**config.mk**
```make
export PLATFORM = sky130hd
export DESIGN_NAME = icf_front_flat
export DESIGN_NICKNAME = d
export VERILOG_FILES = /design/src/sv/integer_constant_fold_alu_macros.svh /design/src/sv/icf_pkg.sv /design/src/sv/icf_if.sv /design/src/sv/icf_front.sv /design/src/flat_wrapper.sv
export SDC_FILE = /design/constraint.sdc
export NUM_CORES = 1
export LEC_CHECK = 0
export ABC_AREA = 1
export BUFFER_PORTS_ARGS = -buffer_cell sky130_fd_sc_hd__buf_4
export CORE_MARGIN = 1.5
export CORE_UTILIZATION = 40
export CTS_CLUSTER_SIZE = 20
export DETAILED_ROUTE_END_ITERATION = 8
export GPL_TIMING_DRIVEN = 1
export PLACE_DENSITY = 0.57
export REMOVE_ABC_BUFFERS = 1
export SLEW_MARGIN = 20
export SYNTH_ARGS = -nofsm -noshare
export SYNTH_HDL_FRONTEND = slang
export SYNTH_SLANG_ARGS = --single-unit
```
**constraint.sdc**
```tcl
create_clock -name clk -period 8.1 [get_ports clk]
set_clock_uncertainty 0.15 [all_clocks]
set_input_delay 1.215 -clock clk [delete_from_list [all_inputs] [get_ports clk]]
set_output_delay 1.215 -clock clk [all_outputs]
set_load 0.02 [all_outputs]
```
**src/sv/integer_constant_fold_alu_macros.svh**
```systemverilog
// Assertion macros for the constant fold ALU
`ifndef INTEGER_CONSTANT_FOLD_ALU_MACROS_SVH
`define INTEGER_CONSTANT_FOLD_ALU_MACROS_SVH
`ifndef SYNTHESIS
`define ICF_ASSERT(label, clk, rst, prop, msg) \
  label: assert property (@(posedge clk) disable iff (rst) prop) else $error(msg);
`define ICF_ASSERT_NR(label, clk, prop, msg) \
  label: assert property (@(posedge clk) prop) else $error(msg);
`else
`define ICF_ASSERT(label, clk, rst, prop, msg)
`define ICF_ASSERT_NR(label, clk, prop, msg)
`endif
`endif

```
**src/sv/icf_pkg.sv**
```systemverilog
package icf_pkg;
  localparam int W = 32;
  localparam int DivStages = W;

  typedef enum logic [4:0] {
    OP_EQ = 5'd0, OP_NE = 5'd1, OP_LE = 5'd2, OP_LT = 5'd3, OP_GE = 5'd4,
    OP_GT = 5'd5, OP_ULE = 5'd6, OP_ULT = 5'd7, OP_UGE = 5'd8, OP_UGT = 5'd9,
    OP_ADD = 5'd10, OP_SUB = 5'd11, OP_MUL = 5'd12, OP_DIV = 5'd13,
    OP_MOD = 5'd14, OP_AND = 5'd15, OP_OR = 5'd16, OP_XOR = 5'd17,
    OP_SHL = 5'd18, OP_SHR = 5'd19, OP_NEG = 5'd20, OP_LNOT = 5'd21,
    OP_COMPL = 5'd22, OP_CONV = 5'd23
  } op_t;

  localparam logic [3:0] TT_CHAR = 4'd0, TT_SHORT = 4'd1, TT_INT = 4'd2, TT_LONG = 4'd3,
    TT_UCHAR = 4'd4, TT_USHORT = 4'd5, TT_UNS = 4'd6, TT_ULONG = 4'd7, TT_PTR = 4'd8;

  typedef struct packed {
    logic [4:0]  op;
    logic [31:0] a_value;
    logic [31:0] b_value;
    logic        a_is_unsigned;
    logic        a_is_pointer;
    logic        b_is_unsigned;
    logic        b_is_pointer;
    logic [3:0]  target_type;
  } req_t;

  typedef struct packed {
    logic [31:0] result_value;
    logic        folded;
    logic        divide_by_zero;
  } rsp_t;

  // classified request handed from front to back
  typedef struct packed {
    logic        is_div;      // takes divider path
    logic        is_mul;      // takes multiplier path
    logic        want_rem;
    logic        neg_q;       // negate quotient at end
    logic        neg_r;       // negate remainder at end
    logic [W-1:0] da;         // divider operand magnitudes, or raw multiplier operands
    logic [W-1:0] db;
    rsp_t        simple;      // result for ops evaluated in the front end
  } cls_t;
endpackage

```
**src/sv/icf_if.sv**
```systemverilog
interface icf_req_if;
  import icf_pkg::*;
  logic valid;
  logic ready;
  req_t data;
  modport source (output valid, output data, input ready);
  modport sink (input valid, input data, output ready);
endinterface


```
**src/sv/icf_front.sv**
```systemverilog
module icf_front (
  input  logic            clk,
  input  logic            rst,
  icf_req_if.sink         req,
  output logic            cls_valid,
  input  logic            cls_ready,
  output icf_pkg::cls_t   cls
);
  import icf_pkg::*;

  logic [W-1:0] a, b;
  logic uns_rel, uns_ar, na, nb, lt_s, lt_u, eq, big;
  logic [W-1:0] ma, mb, shl_r, shr_r;
  cls_t c;
  logic [31:0] rv;
  logic ok;

  // classify and evaluate the cheap ops
  always_comb begin
    a = req.data.a_value;
    b = req.data.b_value;
    uns_rel = req.data.a_is_unsigned | req.data.a_is_pointer |
              req.data.b_is_unsigned | req.data.b_is_pointer;
    uns_ar = req.data.a_is_unsigned | req.data.b_is_unsigned;
    na = a[W-1] & ~uns_ar;
    nb = b[W-1] & ~uns_ar;
    ma = na ? (~a + 1'b1) : a;
    mb = nb ? (~b + 1'b1) : b;
    eq = (a == b);
    lt_u = (a < b);
    lt_s = ($signed(a) < $signed(b));
    big = (b >= W);
    shl_r = big ? '0 : (a << b[$clog2(W)-1:0]);
    // negative signed value: shift the complement and fill with ones
    if (req.data.a_is_unsigned || !a[W-1])
      shr_r = big ? '0 : (a >> b[$clog2(W)-1:0]);
    else
      shr_r = big ? '1 : ~((~a) >> b[$clog2(W)-1:0]);
    rv = '0;
    ok = 1'b1;
    unique case (req.data.op)
      OP_EQ: rv = {31'd0, eq};
      OP_NE: rv = {31'd0, ~eq};
      OP_LE: rv = {31'd0, uns_rel ? (lt_u | eq) : (lt_s | eq)};
      OP_LT: rv = {31'd0, uns_rel ? lt_u : lt_s};
      OP_GE: rv = {31'd0, uns_rel ? ~lt_u : ~lt_s};
      OP_GT: rv = {31'd0, uns_rel ? ~(lt_u | eq) : ~(lt_s | eq)};
      OP_ULE: rv = {31'd0, lt_u | eq};
      OP_ULT: rv = {31'd0, lt_u};
      OP_UGE: rv = {31'd0, ~lt_u};
      OP_UGT: rv = {31'd0, ~(lt_u | eq)};
      OP_ADD: rv = a + b;
      OP_SUB: rv = a - b;
      OP_AND: rv = a & b;
      OP_OR: rv = a | b;
      OP_XOR: rv = a ^ b;
      OP_SHL: rv = shl_r;
      OP_SHR: rv = shr_r;
      OP_NEG: rv = ~a + 1'b1;
      OP_LNOT: rv = {31'd0, a == '0};
      OP_COMPL: rv = ~a;
      OP_CONV: begin
        unique case (req.data.target_type)
          TT_CHAR: rv = {{24{a[7]}}, a[7:0]};
          TT_SHORT: rv = {{16{a[15]}}, a[15:0]};
          TT_UCHAR: rv = {24'd0, a[7:0]};
          TT_USHORT: rv = {16'd0, a[15:0]};
          TT_INT, TT_LONG, TT_UNS, TT_ULONG, TT_PTR: rv = a;
          default: ok = 1'b0;
        endcase
      end
      OP_MUL, OP_DIV, OP_MOD: rv = '0;
      default: ok = 1'b0;
    endcase
    c.is_mul = (req.data.op == OP_MUL);
    c.is_div = ((req.data.op == OP_DIV) || (req.data.op == OP_MOD)) && (b != '0);
    c.want_rem = (req.data.op == OP_MOD);
    c.neg_q = na ^ nb;
    c.neg_r = na;
    c.da = c.is_mul ? a : ma;
    c.db = c.is_mul ? b : mb;
    c.simple.result_value = ok ? rv : '0;
    c.simple.folded = ok && !((req.data.op == OP_DIV || req.data.op == OP_MOD) && b == '0);
    c.simple.divide_by_zero = (req.data.op == OP_DIV || req.data.op == OP_MOD) && b == '0;
  end

  // output register toward the queue
  assign req.ready = ~cls_valid | cls_ready;
  always_ff @(posedge clk) begin
    if (rst) begin
      cls_valid <= 1'b0;
    end else if (req.ready) begin
      cls_valid <= req.valid;
    end
    if (req.ready && req.valid) begin
      cls <= c;
    end
  end
endmodule

```
**src/flat_wrapper.sv**
```systemverilog
// flat-port wrapper written by rule: the top's interface ports become plain ports
module icf_front_flat import icf_pkg::*;
  (clk, rst, cls_valid, cls_ready, cls, req_valid, req_data, req_ready);
  icf_req_if req_i ();
  input  logic clk;
  input  logic rst;
  output logic cls_valid;
  input  logic cls_ready;
  output icf_pkg::cls_t cls;
  input wire logic [$bits(req_i.valid)-1:0] req_valid;
  input wire logic [$bits(req_i.data)-1:0] req_data;
  output wire logic [$bits(req_i.ready)-1:0] req_ready;
  assign req_i.valid = req_valid;
  assign req_i.data = req_data;
  assign req_ready = req_i.ready;
  icf_front u_core (.clk(clk), .rst(rst), .req(req_i), .cls_valid(cls_valid), .cls_ready(cls_ready), .cls(cls));
endmodule
```
== Word level (Yosys, flattened, before mapping) ==
Cells that the tools add are included.
Storage, ports and cells
  register bits: 104
  input port bits: 81
  output and inout bits: 105
  logic and storage cells: 108
Operators by class
  add/sub/neg operators: 4
  order comparisons: 3
  equality and inequality tests: 32
  shift-type cells: 3
  muxes and demuxes: 16
  bitwise operators: 23
  reductions and logical operators: 16
Operator list (count)
  one-hot mux 32 bit (21 select lines): 1
  2-to-1 mux 32 bit: 8
  one-hot mux 32 bit (5 select lines): 1
  inverter 32 bit: 3
  adder 32 x 1 -> 32 bit, second input constant: 2
  zero test 32 bit: 2
  < comparator 32 bit: 2
  >> shifter 32 x 5 -> 32 bit: 2
  equality test 5 x 4 -> 1 bit, second input constant: 8
  equality test 5 bit, second input constant: 8
  adder 32 bit: 1
  bitwise AND 32 bit: 1
  equality test 32 bit: 1
  greater-or-equal comparator 32 x 6 -> 1 bit, second input constant: 1
  OR 32 bit: 1
  nonzero test 32 bit: 1
  left shift 32 x 5 -> 32 bit: 1
  subtractor 32 bit: 1
  XOR 32 bit: 1
  OR reduction 23 bit: 1
  equality test 5 x 3 -> 1 bit, second input constant: 4
  equality test 4 x 3 -> 1 bit, second input constant: 4
  equality test 5 x 2 -> 1 bit, second input constant: 2
  OR reduction 9 bit: 1
  other kinds (16): 39

== Depth between registers and ports, before layout ==
  word-level depth: 6
  mapped depth: 22
  depth with buffers taken out: 18

== Worst setup path after synthesis ==
No wires, ideal clock.
  path kind: input -> register
  from: in req_valid
  to: reg u_core.cls[0] (netlist name)
  setup time: 0.599 ns
  arrival: 6.226 ns
  data required time: 7.351 ns
  slack: 1.125 ns
  stages on the path: 2
  buffers on the path: 0
  cell sequence: inv_1 -> a21oi_1
On the way
  word-level cells in the longest chain between the ends: 1
RTL lines
  start, declared: line flat_wrapper.sv:10  | input wire logic [$bits(req_i.valid)-1:0] req_valid;
  logical AND 1 bit: line icf_front.sv:95  | if (req.ready && req.valid) begin
Every way passes these cells.
A chain may end at the register's enable or synchronous reset.

== Final worst setup path ==
  from: in req_data[10]
  to: reg u_core.cls[9] (netlist name)
On the way
  word-level cells in the longest chain between the ends: 5
  elaborated cells on any way between the ends: 12
  those cells by class: 2 x add/sub; 1 x order compare; 3 x shift; 5 x mux; 1 x bitwise
RTL lines
  start, declared: line flat_wrapper.sv:11  | input wire logic [$bits(req_i.data)-1:0] req_data;
  branches (longest 4 deep; another with greater-or-equal comparator 32 x 6 -> 1 bit)
  one-hot mux 32 bit (21 select lines) (*): line icf_front.sv:41  | unique case (req.data.op)
Mark *: on every way between the ends.

==> results.cfg <==
[synth]
synth_warnings = 0
synth_edf_count = 103
synthCells = 2603
synth_async_sr_flop_share = 0
synth-main-ff-cell = edfxtp_1
synth-seq-area-share = 0.199
avgSynthCellArea_um2 = 6.01
ys_types = 62
syn_area_um2 = 15600
synth.ff_latch_count = 104

[route]
final_antenna_net_count = 0
wl_per_cell_um = 25.8
drt_iter0_markers = 2561
vias = 19500
drcViolationCount = 0
drt_wl_total_um = 83100
firstDrtPassIters = 6
vias_per_cell = 6.06

[timing]
setup_viol = 0
period_minus_slack_ns = 4.35
setup_tns_ns = 0
hold_viol_final = 0
timing.fmax_ghz = 0.230
holdWs_ns = 0.412
worst_pin_slew_ns = 1.26
rsz0062_at_grt = false
max_slew_margin = 0.156
slew_violations = 0
finalCritPeriodShare = 0.538

[critical_path]
path_max_fanout = 66
r2r_slack_ns = 5.68
cp.depth = 13
reg2regPathDepth = 3
path_cells = buf_4 -> inv_2 -> ha_1 -> inv_1 -> nand2_1 -> o21ai_1 -> nand3_1 -> nand2_1 -> o221ai_1 -> nor2_1 -> nand2_1 -> nor3_1 -> nand2_1
arrival_ns = 4.34
start_kind = input pin
path_class = in2reg
slowest_delay_ns = 0.56
critPathRequiredTime_ns = 8.08
end_kind = flip-flop
crit_slowest_cell = buf_4
cp.buffers_inverters = 3
cp_top_family = simple AND/OR/NAND/NOR gates
crit_top_cell = nand2_1

[final_layout]
area_growth_pct = 12.3
antennaDiodeCount = 0
drive_above_1_share = 0.112
nets = 2879
layout_commonest_cell = nand2_1
final_cell_mix = nand2_1, nor2_1, nand3_1

[power_and_ir_drop]
internal_power_w = 0.00115
vdd_drop_max_v = 0.000113
powerDensity_nw_per_um2 = 120
leakage_nw = 7.95
power.switching_w = 0.000956
pwr-share-comb = 0.445
p_clk_frac = 0.242
p_seq_frac = 0.313
swShare = 0.453
p_total_w = 0.00211

[clocking]
cts_buffer_depth = 2
cts_resized = 0
path_clk_slew_ns = 0.09
hold_buffers = 0
cts_setup_buffers = 0
cts_root_buf = clkbuf_16
cts_tree = built
cts_buffers = 9
clk_latency_ns = 0.40
cts_htree_levels = 3
numClockSinks = 104

[floorplan]
die_area_um2 = 40300
start_util = 0.405
die_h_um = 201
fp.dieW_um = 201
row_count = 72
ios = 186
coreArea_um2 = 38600

[placed_design]
port_buffers = 185
gp_congestion = 1.04
dp_hpwl_um = 66400

[worst_hold_path]
hp-class = reg2reg
hold_path_depth = 2

[global_route]
use_met1 = 0.537
grt_first_pass_wirelength_um = 120000
top_usage_layer = met2
grt_pass1_vias = 17900
antenna_found_initial = 1
grt_max_degree = 67
gr-usage-met3 = 0.0731
grt_overflow = 0
gr-usage-all-layers = 0.404
grt_use_met2 = 0.614

[run_status]
status = finished, final reports clean

[flow_run]
max-cap-violations = 0
[path summary, 6_finish.rpt]
kind / from / to
worst max-delay path: req_data[10] / u_core.cls[9]
worst min-delay path: u_core.cls_valid / u_core.cls_valid
worst max register to register: u_core.cls_valid / u_core.cls[20]
worst min register to register: u_core.cls_valid / u_core.cls_valid
[power by group through the flow]
stage | Combinational (W) | Clock, W | Sequential [W]
2_1_floorplan | 0.000470 | 0 | 0.000723
3_3_place_gp | 0.000906 | 0 | 0.000673
3_5_place_dp | 0.000904 | 0 | 0.000673
4_1_cts | 0.000908 | 0.000515 | 0.000662
5_1_grt | 0.00100 | 0.000525 | 0.000665
6_report | 0.000939 | 0.000511 | 0.000661
[sequential cells by signal, summed over array words and instances (netlist names)]
signal	count
u_core.cls_valid	1
u_core.cls	103
[layer usage]
metal  up-vias  wire (um)  share of wire
met3       207       8430           0.10
met1      9077      34100           0.41
met4         4       5050          0.061
met2      1332      35500           0.43
met5         -        107         0.0013
li1       8901          -              -
[synth_stat cells, drive strengths merged (6+ instances only)]
cell | n | share of area
a21oi | 166 | 0.054
o21ai | 264 | 0.085
o22ai | 22 | 0.0088
nand3b | 6 | 0.0029
nor3 | 40 | 0.014
edfxtp | 103 | 0.20
nand3 | 268 | 0.087
o21bai | 11 | 0.0055
a31oi | 8 | 0.0032
or2 | 6 | 0.0024
ha | 99 | 0.079
o21a | 6 | 0.0029
nor4 | 8 | 0.0042
o211ai | 29 | 0.014
mux2i | 10 | 0.0064
buf | 91 | 0.031
nor2 | 319 | 0.085
o221ai | 7 | 0.0039
o2111ai | 10 | 0.0056
nand2 | 688 | 0.17
nand4 | 47 | 0.019
inv | 276 | 0.067
xor2 | 47 | 0.026
clkbuf | 33 | 0.0082
[cells by family (layout without fill, tap and decap cells)]
group | Yosys count | in the layout | share of synthesized area
AOI/OAI and AO/OA | 546 | 546 | 0.195
buffers and inverters | 405 | 504 | 0.107
adders and majority gates | 101 | 101 | 0.0818
and+or+nand+nor | 1388 | 1388 | 0.384
muxes | 10 | 10 | 0.00640
xor gates and xnor gates | 49 | 49 | 0.0274
DFF | 104 | 104 | 0.199
[area by class of cell]
class	count	area, um2
Fill cell	4179	21100
Multi-Input combinational cell	2094	10900
Sequential cell	104	3110
Timing Repair Buffer	207	1550
Inverter	281	1060
Tap cell	518	648
Clock buffer	9	225
Clock inverter	7	78.8
[stage by stage]
step                utilization  setup slack [ns]  cells  instance area (um2)
global placement          0.446              3.47   3204                17200
global route              0.454              3.54   3220                17600
floorplan                     -              1.12   2479                15000
finish                    0.454              3.75   3220                17600
CTS                       0.454              3.84   3220                17600
detailed placement        0.446              3.42   3204                17200
[tightest hold or removal path, cell delays in order (launching register included)]
cell     delay (ns)
dfxtp_1        0.35
nand2_1        0.10
a21oi_1        0.07
Power figures use the tool's default switching activity.
