[src/sv/integer_constant_fold_alu_macros.svh]
// Assertion macros for the constant fold ALU
`ifndef INTEGER_CONSTANT_FOLD_ALU_MACROS_SVH
`define INTEGER_CONSTANT_FOLD_ALU_MACROS_SVH
`ifndef SYNTHESIS
`define ICF_ASSERT(label, clk, rst, prop, msg) \
  label: assert property (@(posedge clk) disable iff (rst) prop) else $error(msg);
`define ICF_ASSERT_NR(label, clk, prop, msg) \
  label: assert property (@(posedge clk) prop) else $error(msg);
`else
`define ICF_ASSERT(label, clk, rst, prop, msg)
`define ICF_ASSERT_NR(label, clk, prop, msg)
`endif
`endif

[src/sv/icf_pkg.sv]
package icf_pkg;
  localparam int W = 32;
  localparam int DivStages = W;

  typedef enum logic [4:0] {
    OP_EQ = 5'd0, OP_NE = 5'd1, OP_LE = 5'd2, OP_LT = 5'd3, OP_GE = 5'd4,
    OP_GT = 5'd5, OP_ULE = 5'd6, OP_ULT = 5'd7, OP_UGE = 5'd8, OP_UGT = 5'd9,
    OP_ADD = 5'd10, OP_SUB = 5'd11, OP_MUL = 5'd12, OP_DIV = 5'd13,
    OP_MOD = 5'd14, OP_AND = 5'd15, OP_OR = 5'd16, OP_XOR = 5'd17,
    OP_SHL = 5'd18, OP_SHR = 5'd19, OP_NEG = 5'd20, OP_LNOT = 5'd21,
    OP_COMPL = 5'd22, OP_CONV = 5'd23
  } op_t;

  localparam logic [3:0] TT_CHAR = 4'd0, TT_SHORT = 4'd1, TT_INT = 4'd2, TT_LONG = 4'd3,
    TT_UCHAR = 4'd4, TT_USHORT = 4'd5, TT_UNS = 4'd6, TT_ULONG = 4'd7, TT_PTR = 4'd8;

  typedef struct packed {
    logic [4:0]  op;
    logic [31:0] a_value;
    logic [31:0] b_value;
    logic        a_is_unsigned;
    logic        a_is_pointer;
    logic        b_is_unsigned;
    logic        b_is_pointer;
    logic [3:0]  target_type;
  } req_t;

  typedef struct packed {
    logic [31:0] result_value;
    logic        folded;
    logic        divide_by_zero;
  } rsp_t;

  // classified request handed from front to back
  typedef struct packed {
    logic        is_div;      // takes divider path
    logic        is_mul;      // takes multiplier path
    logic        want_rem;
    logic        neg_q;       // negate quotient at end
    logic        neg_r;       // negate remainder at end
    logic [W-1:0] da;         // divider operand magnitudes, or raw multiplier operands
    logic [W-1:0] db;
    rsp_t        simple;      // result for ops evaluated in the front end
  } cls_t;
endpackage

[src/sv/icf_queue.sv]
module icf_queue (
  input  logic          clk,
  input  logic          rst,
  input  logic          in_valid,
  output logic          in_ready,
  input  icf_pkg::cls_t in_data,
  output logic          out_valid,
  input  logic          out_ready,
  output icf_pkg::cls_t out_data
);
  import icf_pkg::*;
  `include "integer_constant_fold_alu_macros.svh"

  localparam int Depth = 4;
  cls_t mem [Depth];
  logic [1:0] wp, rp;
  logic [2:0] count;
  logic push, pop;

  assign in_ready = (count != 3'(Depth));
  assign out_valid = (count != '0);
  assign push = in_valid & in_ready;
  assign pop = out_valid & out_ready;
  assign out_data = mem[rp];

  // small FIFO between classify and execute
  always_ff @(posedge clk) begin
    if (rst) begin
      wp <= '0;
      rp <= '0;
      count <= '0;
    end else begin
      if (push) wp <= wp + 1'b1;
      if (pop) rp <= rp + 1'b1;
      count <= count + 3'(push) - 3'(pop);
    end
    if (push) mem[wp] <= in_data;
  end

  `ICF_ASSERT(a_cnt_max, clk, rst, count <= 3'(Depth), "queue overfull")
  `ICF_ASSERT(a_cnt_step, clk, rst, (push && !pop) |=> count == $past(count) + 3'd1, "count slip")
  `ICF_ASSERT(a_ptr_gap, clk, rst, (count == '0 || count == 3'(Depth)) |-> wp == rp, "ptr gap")
endmodule

[config.mk]
export PLATFORM = sky130hd
export DESIGN_NAME = icf_queue
export DESIGN_NICKNAME = d
export VERILOG_FILES = /design/src/sv/icf_pkg.sv /design/src/sv/icf_queue.sv
export VERILOG_INCLUDE_DIRS = /design/src /design/src/sv
export SDC_FILE = /design/constraint.sdc
export NUM_CORES = 1
export LEC_CHECK = 0
export BUFFER_PORTS_ARGS = -buffer_cell sky130_fd_sc_hd__buf_2
export CAP_MARGIN = 20
export CORE_UTILIZATION = 39
export CTS_CLUSTER_DIAMETER = 40
export DETAILED_ROUTE_END_ITERATION = 7
export SKIP_CTS_REPAIR_TIMING = 1
export SYNTH_ARGS = -nofsm -noshare
export SYNTH_HDL_FRONTEND = slang
export SYNTH_SLANG_ARGS = --single-unit
[constraint.sdc]
create_clock -name clk -period 5.48 [get_ports clk]
set_clock_uncertainty 0.05 [all_clocks]
set_input_delay 0.274 -clock clk [delete_from_list [all_inputs] [get_ports clk]]
set_output_delay 0.274 -clock clk [all_outputs]
set_load 0.1 [all_outputs]
== Word-level counts from Yosys, hierarchy flattened ==
Memories as Yosys holds them, arrays and structs flattened. A register that Yosys moved wholly into a read port is not among the register bits.
Index checks and enable logic that the tools add are counted.
Cells by class
  reduce and logical (&&, ||, !) cells: 1
  bitwise gates (word level): 2
  $add $sub $neg: 4
  mux-type cells: 4
  equality and inequality tests: 1
Operators with widths (number)
  adder 2 x 1 -> 2 bit (second input constant): 2
  two-way mux 2 bit: 2
  adder 3 x 1 -> 3 bit: 1
  inequality test 3 bit (second input constant): 1
  nonzero test 3 bit: 1
  subtractor 3 x 1 -> 3 bit: 1
  AND 1 bit: 2
  two-way mux 1 bit: 2
Storage, ports and cells
  input bits: 107
  bits in writable memories: 412
  memories: 1
  word-level logic and storage cells: 16
  output and inout bits: 105
  flip-flop bits (word level): 7
Memory list
  mem: words 4, width 103, rd ports 1, clocked after Yosys merged registers in 1, write ports 1, RTL line icf_queue.sv:15  | cls_t mem [Depth];

== Logic depth before layout (Yosys ltp) ==
Gate-level depths: netlist (run 1).
  word-level depth: 4
  depth in mapped cells: 11
  mapped depth without buffers: 11

== Worst setup path after synthesis (run 1) ==
No wires, ideal clock.
  path kind: flip-flop to flip-flop
  start: register count[1]
  end: memory mem[0][0] in the netlist's numbering (enable)
  period minus slack after synthesis: 3.801 ns
  arrival time: 3.278 ns
  stages on the path, launching flop included: 4
  buffers on the path: 0
  data required time: 4.956 ns
  setup slack: 1.679 ns
  library setup time: 0.474 ns
  cell sequence: dfxtp_1 -> nor2_1 -> a21boi_1 -> and2_1
Between the ends
  word-level cells in the longest chain between the ends: 4
Ends and longest elaborated chain
  start, declared: RTL line icf_queue.sv:17  | logic [2:0] count;
  start signal, assigned: RTL line icf_queue.sv:35  | count <= count + 3'(push) - 3'(pop);
  inequality test 3 bit: RTL line icf_queue.sv:20  | assign in_ready = (count != 3'(Depth));
  AND 1 bit: RTL line icf_queue.sv:22  | assign push = in_valid & in_ready;
  two-way mux 1 bit: RTL line icf_queue.sv:37  | if (push) mem[wp] <= in_data;
  two-way mux 1 bit (implied by the code): RTL line icf_queue.sv:37
  end, declared: RTL line icf_queue.sv:15
No other way between the ends.

==> results of run 1 <==
-- worst max-delay path by stage --
stage	from	endpoint	slack [ns]	cells past startpoint
CTS	register	out_data[79]	2.06	3
floorplan	count[1]$_SDFF_PP0_	mem[0][0]$_DFFE_PP_	1.68	3
detailed placement	register	out_data[79]	2.70	3
global route	register	out_data[79]	1.95	3
finish	register	out_data[79]	2.20	3
global placement	register	out_data[86]	2.71	3
-- registers in the layout, indices dropped and copies added (netlist names), named ones only --
name,flops
wp,2
rp,2
count,3
mem,412
-- layer usage --
| metal | up-vias | wire length (um) |
|---|---|---|
| met1 | 3733 | 13200 |
| met2 | 202 | 14300 |
| met5 | - | 8 |
| li1 | 3253 | - |
| met4 | 2 | 715 |
| met3 | 53 | 1740 |
-- layout by cell type (no fill, tap or decap), types with 3 or more instances in the layout --
cell type and instances:
clkbuf_1 7, edfxtp_1 412, and2_4 4, clkinv_4 3, clkinv_8 3, ha_1 6, bufinv_16 5, clkinv_2 6
inv_1 5, buf_4 7, dlygate4sd3_1 104, clkinvlp_4 5, nor2_1 8, inv_6 6, dfxtp_1 7, mux4_2 103
buf_2 211, buf_12 3, clkinv_1 6, clkbuf_16 54
-- metrics by stage --
step	utilization	power, mW	cells	setup slack, ns
2_1_floorplan	-	8.00	587	1.68
3_3_place_gp	0.438	8.59	1302	2.71
3_5_place_dp	0.438	8.61	1302	2.70
4_1_cts	0.484	12.1	1400	2.06
5_1_grt	0.511	12.4	1504	1.95
6_report	0.511	12.0	1505	2.20
-- logic make-up (layout without fill, tap and decap cells) --
group,Yosys count,in the layout,share of synthesized area
AND/OR/NAND/NOR,19,19,0.00617
buffers and inverters,29,428,0.0174
AO/OA/AOI/OAI,3,3,0.00163
multiplexers,105,105,0.152
adder cells (fa/ha/maj),7,7,0.00617
flip-flops,421,421,0.815
other,0,1,0
XOR/XNOR,3,3,0.00171
-- power by group through the flow --
stage	Sequential [mW]	Clock (mW)	Combinational [mW]
global placement	4.19	0	4.40
CTS	4.14	3.54	4.41
finish	4.12	3.45	4.42
global route	4.17	3.67	4.56
detailed placement	4.20	0	4.41
floorplan	4.11	0	3.90
-- layout make-up --
| type | count | area, um2 |
|---|---|---|
| Tap cell | 518 | 648 |
| Multi-Input combinational cell | 137 | 2590 |
| Antenna cell | 1 | 2.50 |
| Timing Repair Buffer | 325 | 2210 |
| Sequential cell | 421 | 12600 |
| Fill cell | 3127 | 19000 |
| Clock inverter | 37 | 420 |
| Inverter | 5 | 18.8 |
| Clock buffer | 61 | 1380 |
-- worst reg2reg max path: stages, from the launching register on --
cell	delay, ns
dfxtp_1	0.44
nor2_1	0.10
a21boi_1	0.46
and2_4	0.64
buf_4	0.59
==> impl_metrics.env, run 1 <==
export IMPL_synth_cell_types=26
export IMPL_whs_ns=0.106
export IMPL_initial_core_util=0.397
export IMPL_rsz0062_at_grt="false"
export IMPL_r2r_cells=4
export IMPL_yosysTopAreaCellShare=0.803
export IMPL_track_usage=0.148
export IMPL_arrival_ns=2.96
export IMPL_power_frac_clock=0.288
export IMPL_synth_ff_latch_count=421
export IMPL_swShare=0.419
export IMPL_cts_tree="done"
export IMPL_relSlewSlack=0.474
export IMPL_h_tree_depth=2
export IMPL_gp_congestion=0.711
export IMPL_grt_pass1_wl_mm=45.1
export IMPL_vias=7243
export IMPL_die_area_mm2=0.0403
export IMPL_status="finished clean"
export IMPL_synthCells=587
export IMPL_antenna_found_initial=2
export IMPL_fin_crit_sh=0.599
export IMPL_clock_sinks=421
export IMPL_yosysWarnings=0
export IMPL_holdCritPathClass="in2reg"
export IMPL_cts_buffers=54
export IMPL_gr_usage_met1=0.195
export IMPL_num_nets_final=1058
export IMPL_syn_to_final_growth_pct=28.7
export IMPL_rows=72
export IMPL_placed_area_mm2=0.0170
export IMPL_drt_wl_total_mm=29.9
export IMPL_p_comb_frac=0.369
export IMPL_path_clk_slew_ns=0.06
export IMPL_slew_violations=0
export IMPL_fin_crit_ns=3.28
export IMPL_grt_pass1_vias=7658
export IMPL_place_hpwl_mm=17.1
export IMPL_drive_gt1_frac=0.422
export IMPL_crit_chain="buf_4 -> mux4_2 -> buf_2"
export IMPL_worstHoldEndpoint="rp[1]$_SDFFE_PP0P_"
export IMPL_synth_edff_count=412
export IMPL_finish_instance_area_mm2=0.0198
export IMPL_internal_power_mw=6.96
export IMPL_p_leak_nw=6.72
export IMPL_setup_violations=0
export IMPL_crit_type="reg2out"
export IMPL_min_delay_start="out_ready"
export IMPL_ir_worst_vdd_uv=350
export IMPL_cpLargestDelayFamily="buffers and inverters"
export IMPL_cpPeakStageDelay_ns=0.87
export IMPL_cp_num_buf_inv=2
export IMPL_fin_tns_setup_ns=0
export IMPL_io_pins=212
export IMPL_synth_common_cells="412 x edfxtp_1, 103 x mux4_2, 9 x dfxtp_1"
export IMPL_cp_slowest_cell="dfxtp_4"
export IMPL_timing_critical_path_required_ns=5.16
export IMPL_syn_num_nets=701
export IMPL_crit_path_start_kind="register"
export IMPL_wire_per_inst_um=19.9
export IMPL_via_per_inst=4.81
export IMPL_async_reset_ff_frac=0
export IMPL_clk_insertion_delay_late_ns=0.59
export IMPL_synth_top_cell_by_area="edfxtp_1"
export IMPL_worst_pin_slew_ns=0.790
export IMPL_clock_root_buffer="clkbuf_16"
export IMPL_yosys_cell_count_top_type="edfxtp_1"
export IMPL_ant_nets=0
export IMPL_power_share_sequential=0.344
export IMPL_core_area_mm2=0.0388
export IMPL_drt_iter0_markers=310
export IMPL_drtPass1Iterations=4
export IMPL_grt_max_degree=59
export IMPL_die_w_um=201
export IMPL_critPathCaptureType="output pin"
export IMPL_synth_area_leaders="edfxtp_1 80%, mux4_2 15%, dfxtp_1 1.2%"
export IMPL_max_clock_freq_ghz=0.305
export IMPL_r2r_end="mem[3][57]$_DFFE_PP_"
export IMPL_grt_busiest_layer="met2"
export IMPL_cts_buffer_depth=3
export IMPL_p_per_area_mw_per_mm2=605
export IMPL_syn_avg_cell_area_um2=26.2
export IMPL_reg2reg_slack_ns=2.81
export IMPL_hold_viol=0
export IMPL_die_h_um=201
export IMPL_met3_usage=0.0432
export IMPL_synthFlopType="edfxtp_1"
export IMPL_maxCapViolations=0
export IMPL_overflow=0
export IMPL_worstReg2RegStart="count[1]$_SDFF_PP0_"
export IMPL_whs_path_depth=4
export IMPL_seq_area_frac_synth=0.815
export IMPL_cp_max_fo=36
export IMPL_switching_power_mw=5.03
export IMPL_syn_area_mm2=0.0154
export IMPL_use_met2=0.234
export IMPL_port_buffers=211
export IMPL_drc=0
(Power assumes the default switching activity.)
==> run 2, diff against run 1 <==
==> constraint.sdc (replaced) <==
create_clock -name clk -period 3.36 [get_ports clk]
set_clock_uncertainty 0.05 [all_clocks]
set_input_delay 0.168 -clock clk [delete_from_list [all_inputs] [get_ports clk]]
set_output_delay 0.168 -clock clk [all_outputs]
set_load 0.1 [all_outputs]
==> run 2 against run 1 <==
  * The run now ends with negative hold slack left
  * Clock power grew 77%
  * Non-clock buffer count grew 10
  * Sequential power grew 62%
  * Via count grew 2.7%
  * Wire length grew 0.10%
  * Design area grew 1.8%
  * Flip-flop and latch count is the same
  * Register-to-register slack lost 1.9 ns
  * Utilization grew 0.94 points
  * Combinational power grew 67%
  * Sequential share of layout area shrank 1.1 points
  * Critical endpoint is now out_data[9]
  * Largest power group unchanged
  * Highest routed layer is now met4
==> impl_metrics.env, run 2 (same netlist as run 1, synthesis figures left out) <==
export IMPL_maxCapViolations=0
export IMPL_core_area_mm2=0.0388
export IMPL_path_clk_slew_ns=0.06
export IMPL_fin_crit_ns=2.66
export IMPL_largest_registers="mem (412), count (3)"
export IMPL_p_comb_frac=0.366
export IMPL_drt_iter0_markers=382
export IMPL_relSlewSlack=0.560
export IMPL_arrival_ns=2.44
export IMPL_p_leak_nw=6.91
export IMPL_die_area_mm2=0.0403
export IMPL_io_pins=212
export IMPL_cts_tree="done"
export IMPL_power_share_sequential=0.331
export IMPL_internal_power_mw=11.9
export IMPL_rsz0062_at_grt="false"
export IMPL_grt_pass1_vias=7496
export IMPL_vias=7438
export IMPL_worst_pin_slew_ns=0.660
export IMPL_rows=72
export IMPL_fin_tns_setup_ns=0
export IMPL_top_register="mem"
export IMPL_port_buffers=211
export IMPL_p_per_area_mw_per_mm2=1000
export IMPL_slew_violations=0
export IMPL_cp_max_fo=22
export IMPL_post_route_util=0.520
export IMPL_fin_crit_sh=0.791
export IMPL_multi_input_area_mm2=0.00259
export IMPL_dp_cells=1312
export IMPL_grt_pass1_wl_mm=45.2
export IMPL_cts_buffer_depth=3
export IMPL_clk_insertion_delay_late_ns=0.59
export IMPL_initial_core_util=0.397
export IMPL_largest_register_ffs=412
export IMPL_drive_gt1_frac=0.435
export IMPL_max_clock_freq_ghz=0.376
export IMPL_whs_ns=-0.0146
export IMPL_ir_worst_vdd_uv=919
export IMPL_track_usage=0.149
export IMPL_swShare=0.411
export IMPL_status="complete, but fails checks"
export IMPL_antenna_found_initial=1
export IMPL_wire_per_inst_um=19.6
export IMPL_power_frac_clock=0.303
export IMPL_place_hpwl_mm=17.7
export IMPL_holdCritPathClass="in2reg"
export IMPL_clock_root_buffer="clkbuf_16"
export IMPL_failed_checks="negative hold slack"
export IMPL_layout_common_cells="412 x edfxtp_1, 211 x buf_2, 104 x dlygate4sd3_1"
export IMPL_crit_path_start_kind="register"
export IMPL_grt_max_degree=59
export IMPL_reg2reg_slack_ns=0.93
export IMPL_clock_sinks=421
export IMPL_die_w_um=201
export IMPL_cts_buffers=58
export IMPL_drt_wl_total_mm=29.9
export IMPL_crit_type="reg2out"
export IMPL_drtPass1Iterations=6
export IMPL_gp_congestion=0.698
export IMPL_num_nets_final=1072
export IMPL_switching_power_mw=8.30
export IMPL_fillers=3073
export IMPL_critPathCaptureType="output pin"
export IMPL_die_h_um=201
export IMPL_final_common_cell="edfxtp_1"
export IMPL_syn_to_final_growth_pct=31.1
export IMPL_timing_critical_path_required_ns=3.14
export IMPL_drc=0
export IMPL_fin_cells=1524
export IMPL_ant_nets=0
export IMPL_power_mw=20.2
export IMPL_hold_viol=1
export IMPL_via_per_inst=4.88
export IMPL_h_tree_depth=2
export IMPL_overflow=0
export IMPL_setup_violations=0
export IMPL_regArea_mm2=0.0126
run 2: area by class of cell:
type | instances | area share
Sequential cell | 421 | 0.622
Multi-Input combinational cell | 137 | 0.128
Timing Repair Buffer | 335 | 0.118
Clock buffer | 65 | 0.0747
Tap cell | 518 | 0.0321
Clock inverter | 42 | 0.0237
Inverter | 5 | 0.000929
Antenna cell | 1 | 0.000124
run 2: final timing paths:
path / cells past startpoint / start / to
max: 3 / register / out_data[9]
min: 4 / out_ready / rp[1]$_SDFFE_PP0P_
max reg2reg: 12 / count[1]$_SDFF_PP0_ / count[2]$_SDFF_PP0_
min reg2reg: 2 / wp[1]$_SDFFE_PP0P_ / wp[1]$_SDFFE_PP0P_
run 2: power groups by stage:
stage | sequential, mW | clock [mW] | combinational (mW)
after floorplan | 6.66 | 0 | 6.36
final | 6.68 | 6.12 | 7.39
after global placement | 6.79 | 0 | 7.36
after global routing | 6.75 | 6.49 | 7.66
after detailed placement | 6.81 | 0 | 7.37
after CTS | 6.70 | 6.26 | 7.38
run 2: critical path, cell delays in order, from the launching register on:
cell     delay (ns)
dfxtp_4        0.70
buf_4          0.31
mux4_2         0.54
buf_2          0.31
run 2: stage by stage:
step                      area [um2]  hold slack (ns)  worst slack, ns
final                          20200          -0.0146            0.702
after global routing           20200          0.00130            0.537
after CTS                      19100           -0.301            0.595
after detailed placement       17200            0.334            0.952
after global placement         17200            0.333             1.02
after floorplan                15400            0.217            0.683
run 2: per-layer routing:
layer	global-route usage	share of wire	up-vias
met5	0	0	-
met4	0.0543	0.021	0
met3	0.0394	0.057	52
li1	-	-	3302
met2	0.220	0.46	214
met1	0.213	0.46	3870
